===== src/rtl/dctq_pkg.sv =====
// Shared constants, types and constant tables of the 8x8 DCT quantizer.
`timescale 1ns / 1ps
`default_nettype none
package dctq_pkg;

  localparam int COEF_FRACTION_BITS = 14;
  localparam int MID_FRAC = 4;
  localparam int COEF_W = COEF_FRACTION_BITS + 1;
  localparam int PASS_W = 26;
  localparam int ACC_W = COEF_FRACTION_BITS + 28;
  localparam int BLK_W = 12;
  localparam int DIV_W = 14;
  localparam int STEP_W = 8;

  typedef enum logic [1:0] {
    CFG_QUALITY = 2'd0,
    CFG_TABLE   = 2'd1,
    CFG_DIR     = 2'd2
  } dctq_cfg_idx_t;

  typedef struct packed {
    logic              go;
    logic [DIV_W-1:0]  num;
    logic [STEP_W-1:0] den;
  } dctq_div_req_t;

  localparam logic [31:0] HALF_COS30 [0:8] = '{
    32'd536870912, 32'd526555088, 32'd496004047, 32'd446391849, 32'd379625062,
    32'd298269498, 32'd205451603, 32'd104738319, 32'd0
  };

  localparam logic [6:0] BASE_LUMA [0:63] = '{
    7'd16, 7'd11, 7'd10, 7'd16, 7'd24, 7'd40, 7'd51, 7'd61,
    7'd12, 7'd12, 7'd14, 7'd19, 7'd26, 7'd58, 7'd60, 7'd55,
    7'd14, 7'd13, 7'd16, 7'd24, 7'd40, 7'd57, 7'd69, 7'd56,
    7'd14, 7'd17, 7'd22, 7'd29, 7'd51, 7'd87, 7'd80, 7'd62,
    7'd18, 7'd22, 7'd37, 7'd56, 7'd68, 7'd109, 7'd103, 7'd77,
    7'd24, 7'd35, 7'd55, 7'd64, 7'd81, 7'd104, 7'd113, 7'd92,
    7'd49, 7'd64, 7'd78, 7'd87, 7'd103, 7'd121, 7'd120, 7'd101,
    7'd72, 7'd92, 7'd95, 7'd98, 7'd112, 7'd100, 7'd103, 7'd99
  };

  localparam logic [6:0] BASE_CHROMA [0:63] = '{
    7'd17, 7'd18, 7'd24, 7'd47, 7'd99, 7'd99, 7'd99, 7'd99,
    7'd18, 7'd21, 7'd26, 7'd66, 7'd99, 7'd99, 7'd99, 7'd99,
    7'd24, 7'd26, 7'd56, 7'd99, 7'd99, 7'd99, 7'd99, 7'd99,
    7'd47, 7'd66, 7'd99, 7'd99, 7'd99, 7'd99, 7'd99, 7'd99,
    7'd99, 7'd99, 7'd99, 7'd99, 7'd99, 7'd99, 7'd99, 7'd99,
    7'd99, 7'd99, 7'd99, 7'd99, 7'd99, 7'd99, 7'd99, 7'd99,
    7'd99, 7'd99, 7'd99, 7'd99, 7'd99, 7'd99, 7'd99, 7'd99,
    7'd99, 7'd99, 7'd99, 7'd99, 7'd99, 7'd99, 7'd99, 7'd99
  };

  function automatic logic [6:0] dctq_base(input logic sel, input logic [5:0] idx);
    return sel ? BASE_CHROMA[idx] : BASE_LUMA[idx];
  endfunction

  // DCT matrix entry C[u][x], signed with COEF_FRACTION_BITS fraction bits
  function automatic logic signed [COEF_W-1:0] dctq_coef(input logic [2:0] u,
                                                          input logic [2:0] x);
    logic [7:0]  prod;
    logic [4:0]  k;
    logic        neg;
    logic [31:0] m;
    prod = 8'({x, 1'b1}) * 8'(u);
    k = prod[4:0];
    neg = 1'b0;
    if (k > 5'd16) k = 5'(6'd32 - {1'b0, k});
    if (k > 5'd8) begin
      k = 5'd16 - k;
      neg = 1'b1;
    end
    m = (u == 3'd0) ? HALF_COS30[4] : HALF_COS30[k[3:0]];
    m = (m + (32'd1 << (29 - COEF_FRACTION_BITS))) >> (30 - COEF_FRACTION_BITS);
    return neg ? -$signed(COEF_W'(m)) : $signed(COEF_W'(m));
  endfunction

endpackage
`default_nettype wire


===== src/rtl/dctq_div.sv =====
// Restoring divider, one quotient bit per cycle, shared by step build and quantize.
`timescale 1ns / 1ps
`default_nettype none
module dctq_div (
  input  wire logic                          clk,
  input  wire logic                          rst_n,
  input  wire dctq_pkg::dctq_div_req_t       req,
  output logic                               done,
  output logic [dctq_pkg::DIV_W-1:0]         quo
);
  import dctq_pkg::*;

  logic [STEP_W-1:0] rem_r;
  logic [STEP_W-1:0] den_r;
  logic [DIV_W-1:0]  quo_r;
  logic [3:0]        cnt_r;
  logic              done_r;
  logic [STEP_W:0]   trial;
  logic              fits;

  assign trial = {rem_r, quo_r[DIV_W-1]};
  assign fits  = trial >= {1'b0, den_r};

  always_ff @(posedge clk) begin
    if (!rst_n) begin
      cnt_r  <= '0;
      done_r <= 1'b0;
    end else if (req.go) begin
      cnt_r  <= 4'(DIV_W);
      done_r <= 1'b0;
    end else begin
      if (cnt_r != 4'd0) cnt_r <= cnt_r - 4'd1;
      done_r <= (cnt_r == 4'd1);
    end
  end

  always_ff @(posedge clk) begin
    if (req.go) begin
      rem_r <= '0;
      den_r <= req.den;
      quo_r <= req.num;
    end else if (cnt_r != 4'd0) begin
      rem_r <= fits ? STEP_W'(trial - {1'b0, den_r}) : STEP_W'(trial);
      quo_r <= {quo_r[DIV_W-2:0], fits};
    end
  end

  assign done = done_r;
  assign quo  = quo_r;

endmodule
`default_nettype wire


===== src/rtl/dct8x8_quantizer_codec.sv =====
// Top level of the 8x8 DCT quantizer / dequantizer with a shared MAC sequencer.
`timescale 1ns / 1ps
`default_nettype none
// Usage:
//  Input: one element per transfer when start is high and busy is low, 64 per
//  block in raster order. direction 0 takes in_sample, 1 takes in_coefficient_in.
//  Output: after the 64th element the block computes two 8-tap passes over the
//  block with one multiply-accumulate pipeline (one product per cycle) and emits
//  64 results in raster order, each for one cycle under out_strobe,
//  out_last_of_block on the last. busy stays high.
//  Forward mode adds a serial divide per result for quantizing; inverse mode
//  has no divide.
//  Config: cfg_we with cfg_index/cfg_data. A quality or table write rebuilds the
//  step table with the serial divider, one step at a time, with busy high; a
//  direction write drops a partly loaded block.
//  Reset: registers return to quality 50, luma, forward, and the step table is
//  built right after reset, with busy high.
//  The receiver cannot stall: every result is a one-cycle transfer.
module dct8x8_quantizer_codec (
  input  wire logic               clk,
  input  wire logic               rst_n,
  input  wire logic               start,
  output logic                    busy,
  input  wire logic [7:0]         in_sample,
  input  wire logic signed [11:0] in_coefficient_in,
  input  wire logic               cfg_we,
  input  wire logic [1:0]         cfg_index,
  input  wire logic [6:0]         cfg_data,
  output logic                    out_strobe,
  output logic signed [11:0]      out_coefficient_out,
  output logic [7:0]              out_pixel_out,
  output logic [5:0]              out_position,
  output logic                    out_last_of_block
);
  import dctq_pkg::*;

  typedef enum logic [6:0] {
    ST_BUILD = 7'b0000001,
    ST_BWAIT = 7'b0000010,
    ST_IDLE  = 7'b0000100,
    ST_MAC   = 7'b0001000,
    ST_DRAIN = 7'b0010000,
    ST_FIN   = 7'b0100000,
    ST_QDIV  = 7'b1000000
  } dctq_state_t;

  localparam int F = COEF_FRACTION_BITS;

  dctq_state_t state_r, state_nxt;
  logic [5:0]  bi_r, bi_nxt;
  logic [5:0]  cnt_r, cnt_nxt;
  logic [5:0]  p_r, p_nxt;
  logic [2:0]  k_r, k_nxt;
  logic        pass2_r, pass2_nxt;
  logic [6:0]  quality_r;
  logic        tsel_r;
  logic        dir_r;
  logic        adv;
  logic        blk_we, step_we, pass_we, out_fire;

  logic signed [BLK_W-1:0]  blk_mem [0:63];
  logic signed [PASS_W-1:0] pass_mem [0:63];
  logic [STEP_W-1:0]        step_mem [0:63];
  logic signed [BLK_W-1:0]  blk_q;
  logic signed [PASS_W-1:0] pas_q;
  logic [STEP_W-1:0]        step_q;
  logic [5:0]               step_raddr;

  logic                     v1_r, v2_r, v3_r;
  logic signed [COEF_W-1:0] coef1_r, coef2_r, coef_sel;
  logic signed [PASS_W-1:0] a_r;
  logic signed [PASS_W+COEF_W-1:0] prod_r;
  logic signed [ACC_W-1:0]  acc_r;
  logic [2:0]               rsel;

  dctq_div_req_t     div_req;
  logic              div_done;
  logic [DIV_W-1:0]  div_quo;
  logic              qneg_r;

  // step build arithmetic
  logic [6:0]        qe;
  logic [6:0]        bval;
  logic [DIV_W-1:0]  num_hi, num_lo;
  logic [STEP_W-1:0] step_new;

  // finalize arithmetic
  logic                    acc_neg;
  logic [ACC_W-1:0]        acc_mag, rnd1, rnd2, tq;
  logic signed [ACC_W-1:0] pv;
  logic signed [PASS_W-1:0] pass_val;
  logic [7:0]              pix_val;
  logic signed [11:0]      q_val;

  dctq_div u_div (
    .clk   (clk),
    .rst_n (rst_n),
    .req   (div_req),
    .done  (div_done),
    .quo   (div_quo)
  );

  always_comb begin
    if (quality_r == 7'd0) qe = 7'd1;
    else if (quality_r > 7'd100) qe = 7'd100;
    else qe = quality_r;
    bval   = dctq_base(tsel_r, bi_r);
    num_hi = DIV_W'({7'b0, bval} * {7'b0, 7'd100 - qe}) + DIV_W'(25);
    num_lo = DIV_W'({7'b0, bval} * 14'd100) + DIV_W'(qe);
    if (div_quo == '0) step_new = 8'd1;
    else if (div_quo > DIV_W'(255)) step_new = 8'd255;
    else step_new = div_quo[STEP_W-1:0];
  end

  always_comb begin
    acc_neg  = acc_r[ACC_W-1];
    acc_mag  = acc_neg ? ACC_W'(-acc_r) : ACC_W'(acc_r);
    rnd1     = (acc_mag + (ACC_W'(1) << (F - MID_FRAC - 1))) >> (F - MID_FRAC);
    pass_val = acc_neg ? -$signed(PASS_W'(rnd1)) : $signed(PASS_W'(rnd1));
    rnd2     = (acc_mag + (ACC_W'(1) << (F + MID_FRAC - 1))) >> (F + MID_FRAC);
    pv       = (acc_neg ? -$signed(rnd2) : $signed(rnd2)) + $signed(ACC_W'(128));
    if (pv < 0) pix_val = 8'd0;
    else if (pv > $signed(ACC_W'(255))) pix_val = 8'd255;
    else pix_val = pv[7:0];
    tq = (acc_mag + (ACC_W'(step_q) << (F + MID_FRAC - 1))) >> (F + MID_FRAC);
    if (!qneg_r) q_val = (div_quo > DIV_W'(2047)) ? 12'sd2047 : $signed(div_quo[11:0]);
    else if (div_quo > DIV_W'(2048)) q_val = -12'sd2048;
    else q_val = $signed(12'(-div_quo[11:0]));
  end

  always_comb begin
    state_nxt = state_r;
    bi_nxt    = bi_r;
    cnt_nxt   = cnt_r;
    p_nxt     = p_r;
    k_nxt     = k_r;
    pass2_nxt = pass2_r;
    div_req   = '0;
    blk_we    = 1'b0;
    step_we   = 1'b0;
    pass_we   = 1'b0;
    out_fire  = 1'b0;
    adv       = 1'b0;
    case (state_r)
      ST_BUILD: begin
        div_req.go  = 1'b1;
        div_req.num = (qe >= 7'd51) ? num_hi : num_lo;
        div_req.den = (qe >= 7'd51) ? 8'd50 : {qe, 1'b0};
        state_nxt   = ST_BWAIT;
      end
      ST_BWAIT: begin
        if (div_done) begin
          step_we = 1'b1;
          if (bi_r == 6'd63) begin
            state_nxt = ST_IDLE;
          end else begin
            bi_nxt    = bi_r + 6'd1;
            state_nxt = ST_BUILD;
          end
        end
      end
      ST_IDLE: begin
        if (start) begin
          blk_we  = 1'b1;
          cnt_nxt = cnt_r + 6'd1;
          if (cnt_r == 6'd63) begin
            p_nxt     = '0;
            k_nxt     = '0;
            pass2_nxt = 1'b0;
            state_nxt = ST_MAC;
          end
        end
      end
      ST_MAC: begin
        k_nxt = k_r + 3'd1;
        if (k_r == 3'd7) state_nxt = ST_DRAIN;
      end
      ST_DRAIN: begin
        if (!(v1_r || v2_r || v3_r)) state_nxt = ST_FIN;
      end
      ST_FIN: begin
        if (!pass2_r) begin
          pass_we = 1'b1;
          adv     = 1'b1;
        end else if (dir_r) begin
          out_fire = 1'b1;
          adv      = 1'b1;
        end else begin
          div_req.go  = 1'b1;
          div_req.num = tq[DIV_W-1:0];
          div_req.den = step_q;
          state_nxt   = ST_QDIV;
        end
      end
      ST_QDIV: begin
        if (div_done) begin
          out_fire = 1'b1;
          adv      = 1'b1;
        end
      end
      default: state_nxt = ST_IDLE;
    endcase
    if (adv) begin
      k_nxt = '0;
      if (p_r == 6'd63) begin
        p_nxt = '0;
        if (pass2_r) begin
          state_nxt = ST_IDLE;
        end else begin
          pass2_nxt = 1'b1;
          state_nxt = ST_MAC;
        end
      end else begin
        p_nxt     = p_r + 6'd1;
        state_nxt = ST_MAC;
      end
    end
    if (cfg_we) begin
      if (cfg_index == CFG_QUALITY || cfg_index == CFG_TABLE) begin
        state_nxt = ST_BUILD;
        bi_nxt    = '0;
      end
      if (cfg_index == CFG_DIR) cnt_nxt = '0;
    end
  end

  always_ff @(posedge clk) begin
    if (!rst_n) begin
      state_r   <= ST_BUILD;
      bi_r      <= '0;
      cnt_r     <= '0;
      p_r       <= '0;
      k_r       <= '0;
      pass2_r   <= 1'b0;
      quality_r <= 7'd50;
      tsel_r    <= 1'b0;
      dir_r     <= 1'b0;
    end else begin
      state_r <= state_nxt;
      bi_r    <= bi_nxt;
      cnt_r   <= cnt_nxt;
      p_r     <= p_nxt;
      k_r     <= k_nxt;
      pass2_r <= pass2_nxt;
      if (cfg_we) begin
        case (cfg_index)
          CFG_QUALITY: quality_r <= cfg_data;
          CFG_TABLE:   tsel_r    <= cfg_data[0];
          CFG_DIR:     dir_r     <= cfg_data[0];
          default:     ;
        endcase
      end
    end
  end

  // memories
  assign step_raddr = pass2_r ? p_r : {k_r, p_r[2:0]};

  always_ff @(posedge clk) begin
    if (blk_we) begin
      blk_mem[cnt_r] <= dir_r ? in_coefficient_in
                              : $signed(BLK_W'({4'b0, in_sample}) - BLK_W'(128));
    end
    if (pass_we) pass_mem[p_r] <= pass_val;
    if (step_we) step_mem[bi_r] <= step_new;
    blk_q  <= blk_mem[{k_r, p_r[2:0]}];
    pas_q  <= pass_mem[{p_r[5:3], k_r}];
    step_q <= step_mem[step_raddr];
  end

  // MAC pipeline: read, operand, product, accumulate
  assign rsel     = pass2_r ? p_r[2:0] : p_r[5:3];
  assign coef_sel = dir_r ? dctq_coef(k_r, rsel) : dctq_coef(rsel, k_r);

  always_ff @(posedge clk) begin
    if (!rst_n) begin
      v1_r <= 1'b0;
      v2_r <= 1'b0;
      v3_r <= 1'b0;
    end else begin
      v1_r <= (state_r == ST_MAC);
      v2_r <= v1_r;
      v3_r <= v2_r;
    end
  end

  always_ff @(posedge clk) begin
    coef1_r <= coef_sel;
    coef2_r <= coef1_r;
    if (pass2_r) a_r <= pas_q;
    else if (dir_r) a_r <= PASS_W'(blk_q) * PASS_W'($signed({1'b0, step_q}));
    else a_r <= PASS_W'(blk_q);
    prod_r <= a_r * coef2_r;
    if (state_r == ST_MAC && k_r == 3'd0) acc_r <= '0;
    else if (v3_r) acc_r <= acc_r + ACC_W'(prod_r);
    if (state_r == ST_FIN) qneg_r <= acc_neg;
  end

  // result register
  always_ff @(posedge clk) begin
    if (!rst_n) begin
      out_strobe <= 1'b0;
    end else begin
      out_strobe <= out_fire;
    end
  end

  always_ff @(posedge clk) begin
    if (out_fire) begin
      out_position        <= p_r;
      out_last_of_block   <= (p_r == 6'd63);
      out_coefficient_out <= dir_r ? 12'sd0 : q_val;
      out_pixel_out       <= dir_r ? pix_val : 8'd0;
    end
  end

  assign busy = (state_r != ST_IDLE);

endmodule
`default_nettype wire


===== config.mk =====
export PLATFORM = sky130hd
export DESIGN_NAME = dct8x8_quantizer_codec
export DESIGN_NICKNAME = d
export VERILOG_FILES = /design/src/rtl/dctq_pkg.sv /design/src/rtl/dctq_div.sv /design/src/rtl/dct8x8_quantizer_codec.sv
export SDC_FILE = /design/constraint.sdc
export NUM_CORES = 2
export LEC_CHECK = 0
export ABC_CLOCK_PERIOD_IN_PS = 18000
export BUFFER_PORTS_ARGS = -buffer_cell sky130_fd_sc_hd__buf_2
export CORE_ASPECT_RATIO = 0.8
export CORE_UTILIZATION = 55
export DETAILED_ROUTE_END_ITERATION = 12
export PLACE_DENSITY = 0.71
export SYNTH_ARGS = -nofsm -noshare
export SYNTH_HDL_FRONTEND = slang
export SYNTH_SLANG_ARGS = --single-unit

===== constraint.sdc =====
create_clock -name clk -period 18 [get_ports clk]
set_input_delay 2.7 -clock clk [delete_from_list [all_inputs] [get_ports clk]]
set_output_delay 2.7 -clock clk [all_outputs]
set_load 0.1 [all_outputs]

==> impl_metrics.ini <==
[clock_tree]
clock_latency_ns = 0.89
cts_hold_buf = 0
cts_setup_buffers = 0
cts_sinks = 3234
ctsResizeCount = 0
cts_tree = yes
cts_root_buf = clkbuf_16
htreeDepth = 5
numCtsBuffers = 315
path_clk_slew_ns = 0.07
max-clock-path-buffers = 4

[worst_setup_path]
crit_path_top_delay_cell = dfxtp_1
ff2ff_setup_slack_ns = 9.12
required_ns = 18.71
crit_fanout = 26
reg2reg_to = prod_r[39]$_DFF_P_
r2r_start = coef2_r[0]$_DFF_P_
critical_path_class = register to register
worstPathArrival_ns = 9.59
rr_worst_depth = 28
max_stage_delay_ns = 0.95
cp-end-kind = register
cp-start-kind = register
crit_top_cell = fa_1

[hold_path]
min_path_type = register to register
hp-start = coef1_r[8]$_DFF_P_
min_delay_worst_endpoint = coef2_r[8]$_DFF_P_
whs_path_depth = 0

[detailed_routing]
antenna_left = 1
drc_errors = 24
routed_wl_um = 402000
vias = 90600
drtIter0Drc = 12100
first_pass_iters = 12
wire_per_inst_um = 28.7
vias_per_cell = 6.48

[pwr]
intPower_uw = 13600
ir_drop_v = 0.000141
p_clk_share_pct = 36.1
p_comb_share_pct = 17.2
sequentialPowerShare_pct = 46.7
p_sw_uw = 4890
cellLeakagePower_uw = 0.0559
power_density_nw_per_um2 = 111
switching_share_pct = 26.5

[sta]
rsz0062_at_grt = no
skew_ns = 0.0953
worst_pin_slew_ns = 1.25
slew_headroom_pct = 15.8
final.setup.tns_ns = 0
report.final.slew_viol_count = 0
post-route-period-util_pct = 49.3
fmax_mhz = 113
setup_viol = 0
period_minus_slack_ns = 8.88
hold_violations = 0

[yosys]
synthFlopType = edfxtp_1
synth_largest_area_cell = edfxtp_1
syn_area_um2 = 151000
syn_inst = 10000
netlist.area_leader.share_pct = 59.7
ys_top_cells_by_area = edfxtp_1 60%, mux4_2 7.4%, fa_1 6.4%
avgSynthCellArea_um2 = 15.0
synth_cell_types = 101
synth_nets = 10800
synth_edf_count = 2994
yosysWarningCount = 0
async_reset_ff_share_pct = 0
synth_seq_cells = 3234
ys_seq_area_share_pct = 62.9

[finish]
drive_above_1_share_pct = 15.2
nets = 10900
multi_input_area_um2 = 52300
syn_to_final_growth_pct = 10.4
stdcell_count = 14000
n_fill_cell = 19600
seq_area_um2 = 94700

[grt]
busiest_layer = met2
antenna_found_initial = 18
grt_util_met2_pct = 43.2
grt_pass1_wl_um = 591000
grt_max_degree = 106
grt_pass1_vias = 89200
track_usage_pct = 28.9
overflow = 0
use_met3_pct = 6.34
met1_usage_pct = 42.8

[placed_design]
place_congestion = 0.917
numPortBuffers = 61
post-dp-hpwl_um = 243000
dp_cells = 13400

[floorplanning]
die_w_um = 587
initial_utilization_pct = 55.4
rows = 171
die_h_um = 470
core_um2 = 272000
die_area_um2 = 276000
ios = 62

[outcome]
status = finished, violations left
violations = antenna rules, DRC

[flow_run]
drv_cap = 0
==> cell usage after synthesis, types with 205 or more instances <==
master,count
clkbuf_1,431
fa_1,481
inv_1,610
edfxtp_1,2994
a22oi_1,215
ha_1,307
dfxtp_1,240
mux2i_1,220
a21oi_1,405
and2_1,206
o21ai_0,291
nor2_1,561
xnor2_1,205
nand2_1,684
mux4_2,494
==> layer usage <==
metal,vias up,share of wire [%]
met2,5360,44
met1,46500,41
met5,-,0.016
met3,779,12
li1,38000,-
met4,10,3.4
==> metrics by stage <==
| step | cell area (um^2) | setup slack [ns] | hold slack (ns) | power [uW] | util [%] |
|---|---|---|---|---|---|
| 2_1_floorplan | 151000 | 9.03 | 0.310 | 11100 | - |
| 3_3_place_gp | 156000 | 9.18 | 0.312 | 11900 | 57.4 |
| 3_5_place_dp | 156000 | 9.19 | 0.312 | 11900 | 57.4 |
| 4_1_cts | 166000 | 9.12 | 0.326 | 18500 | 61.2 |
| 5_1_grt | 166000 | 8.49 | 0.329 | 19200 | 61.2 |
| 6_report | 166000 | 9.12 | 0.327 | 18400 | 61.2 |
==> how the worst max path moves through the flow <==
stage | startpoint | to | slack (ns) | cells after the start
5_1_grt | coef2_r[0]$_DFF_P_ | prod_r[39]$_DFF_P_ | 8.49 | 28
3_5_place_dp | coef2_r[0]$_DFF_P_ | prod_r[39]$_DFF_P_ | 9.19 | 28
2_1_floorplan | k_r[0]$_SDFFE_PP0P_ | coef1_r[12]$_DFF_P_ | 9.03 | 35
6_report | coef2_r[0]$_DFF_P_ | prod_r[39]$_DFF_P_ | 9.12 | 28
3_3_place_gp | coef2_r[0]$_DFF_P_ | prod_r[39]$_DFF_P_ | 9.18 | 28
4_1_cts | coef2_r[0]$_DFF_P_ | prod_r[39]$_DFF_P_ | 9.12 | 28
==> state kept, by name, summed over array words and instances (netlist names), 12 cells and up <==
| signal | count |
|---|---|
| pass_mem | 1664 |
| coef2_r | 15 |
| u_div.quo | 14 |
| coef1_r | 15 |
| out_coefficient_out | 12 |
| blk_q | 12 |
| prod_r | 41 |
| acc_r | 42 |
| blk_mem | 768 |
| step_mem | 512 |
| a_r | 26 |
| pas_q | 26 |
==> final cells by class <==
cell class              instances  share of cell area (%)
repair buffers                287                    1.24
flip-flops and latches       3234                    57.0
clock inverters               184                    1.10
inverters                     616                    1.39
diodes                         20                  0.0301
well taps                    3633                    2.73
clock buffers                 382                    5.06
multi-input cells            5626                    31.5
==> critical path: cells and delay by family, from the launching register on <==
family,cells,cell delay (ns)
compound gates,10,2.96
fa+ha+maj,7,3.44
buf+inv,5,0.27
flops,1,0.95
mux,1,0.26
simple gates,5,0.83
==> power groups by stage <==
stage / clock network (uW) / registers [uW] / logic [uW]
floorplan: 0 / 8740 / 2330
detailed placement: 0 / 8780 / 3170
CTS: 6690 / 8620 / 3190
global placement: 0 / 8780 / 3070
global route: 6960 / 8630 / 3580
finish: 6650 / 8620 / 3170
==> logic make-up after synthesis <==
group / count (synthesis) / share of synthesized area [%]
adders and majority gates: 788 / 8.95
DFF: 3234 / 62.9
AOI/OAI and AO/OA: 1647 / 7.36
and+or+nand+nor: 2075 / 6.48
xor gates and xnor gates: 298 / 1.77
buffers and inverters: 1161 / 2.91
muxes: 818 / 9.63
==> cell usage in the layout, fill, tap and decap left out, types with 104 or more instances in the layout <==
cell type / n
mux4_2: 494
nand2_1: 684
fa_1: 481
mux2_2: 104
clkbuf_16: 323
o21ai_0: 290
buf_4: 221
a22oi_1: 215
dfxtp_1: 227
ha_1: 306
nand3_1: 138
nor2_1: 491
a21oi_1: 404
xnor2_1: 186
and2_1: 202
a221oi_1: 108
mux2i_1: 218
inv_1: 610
edfxtp_1: 2994
(Power assumes the default switching activity.)
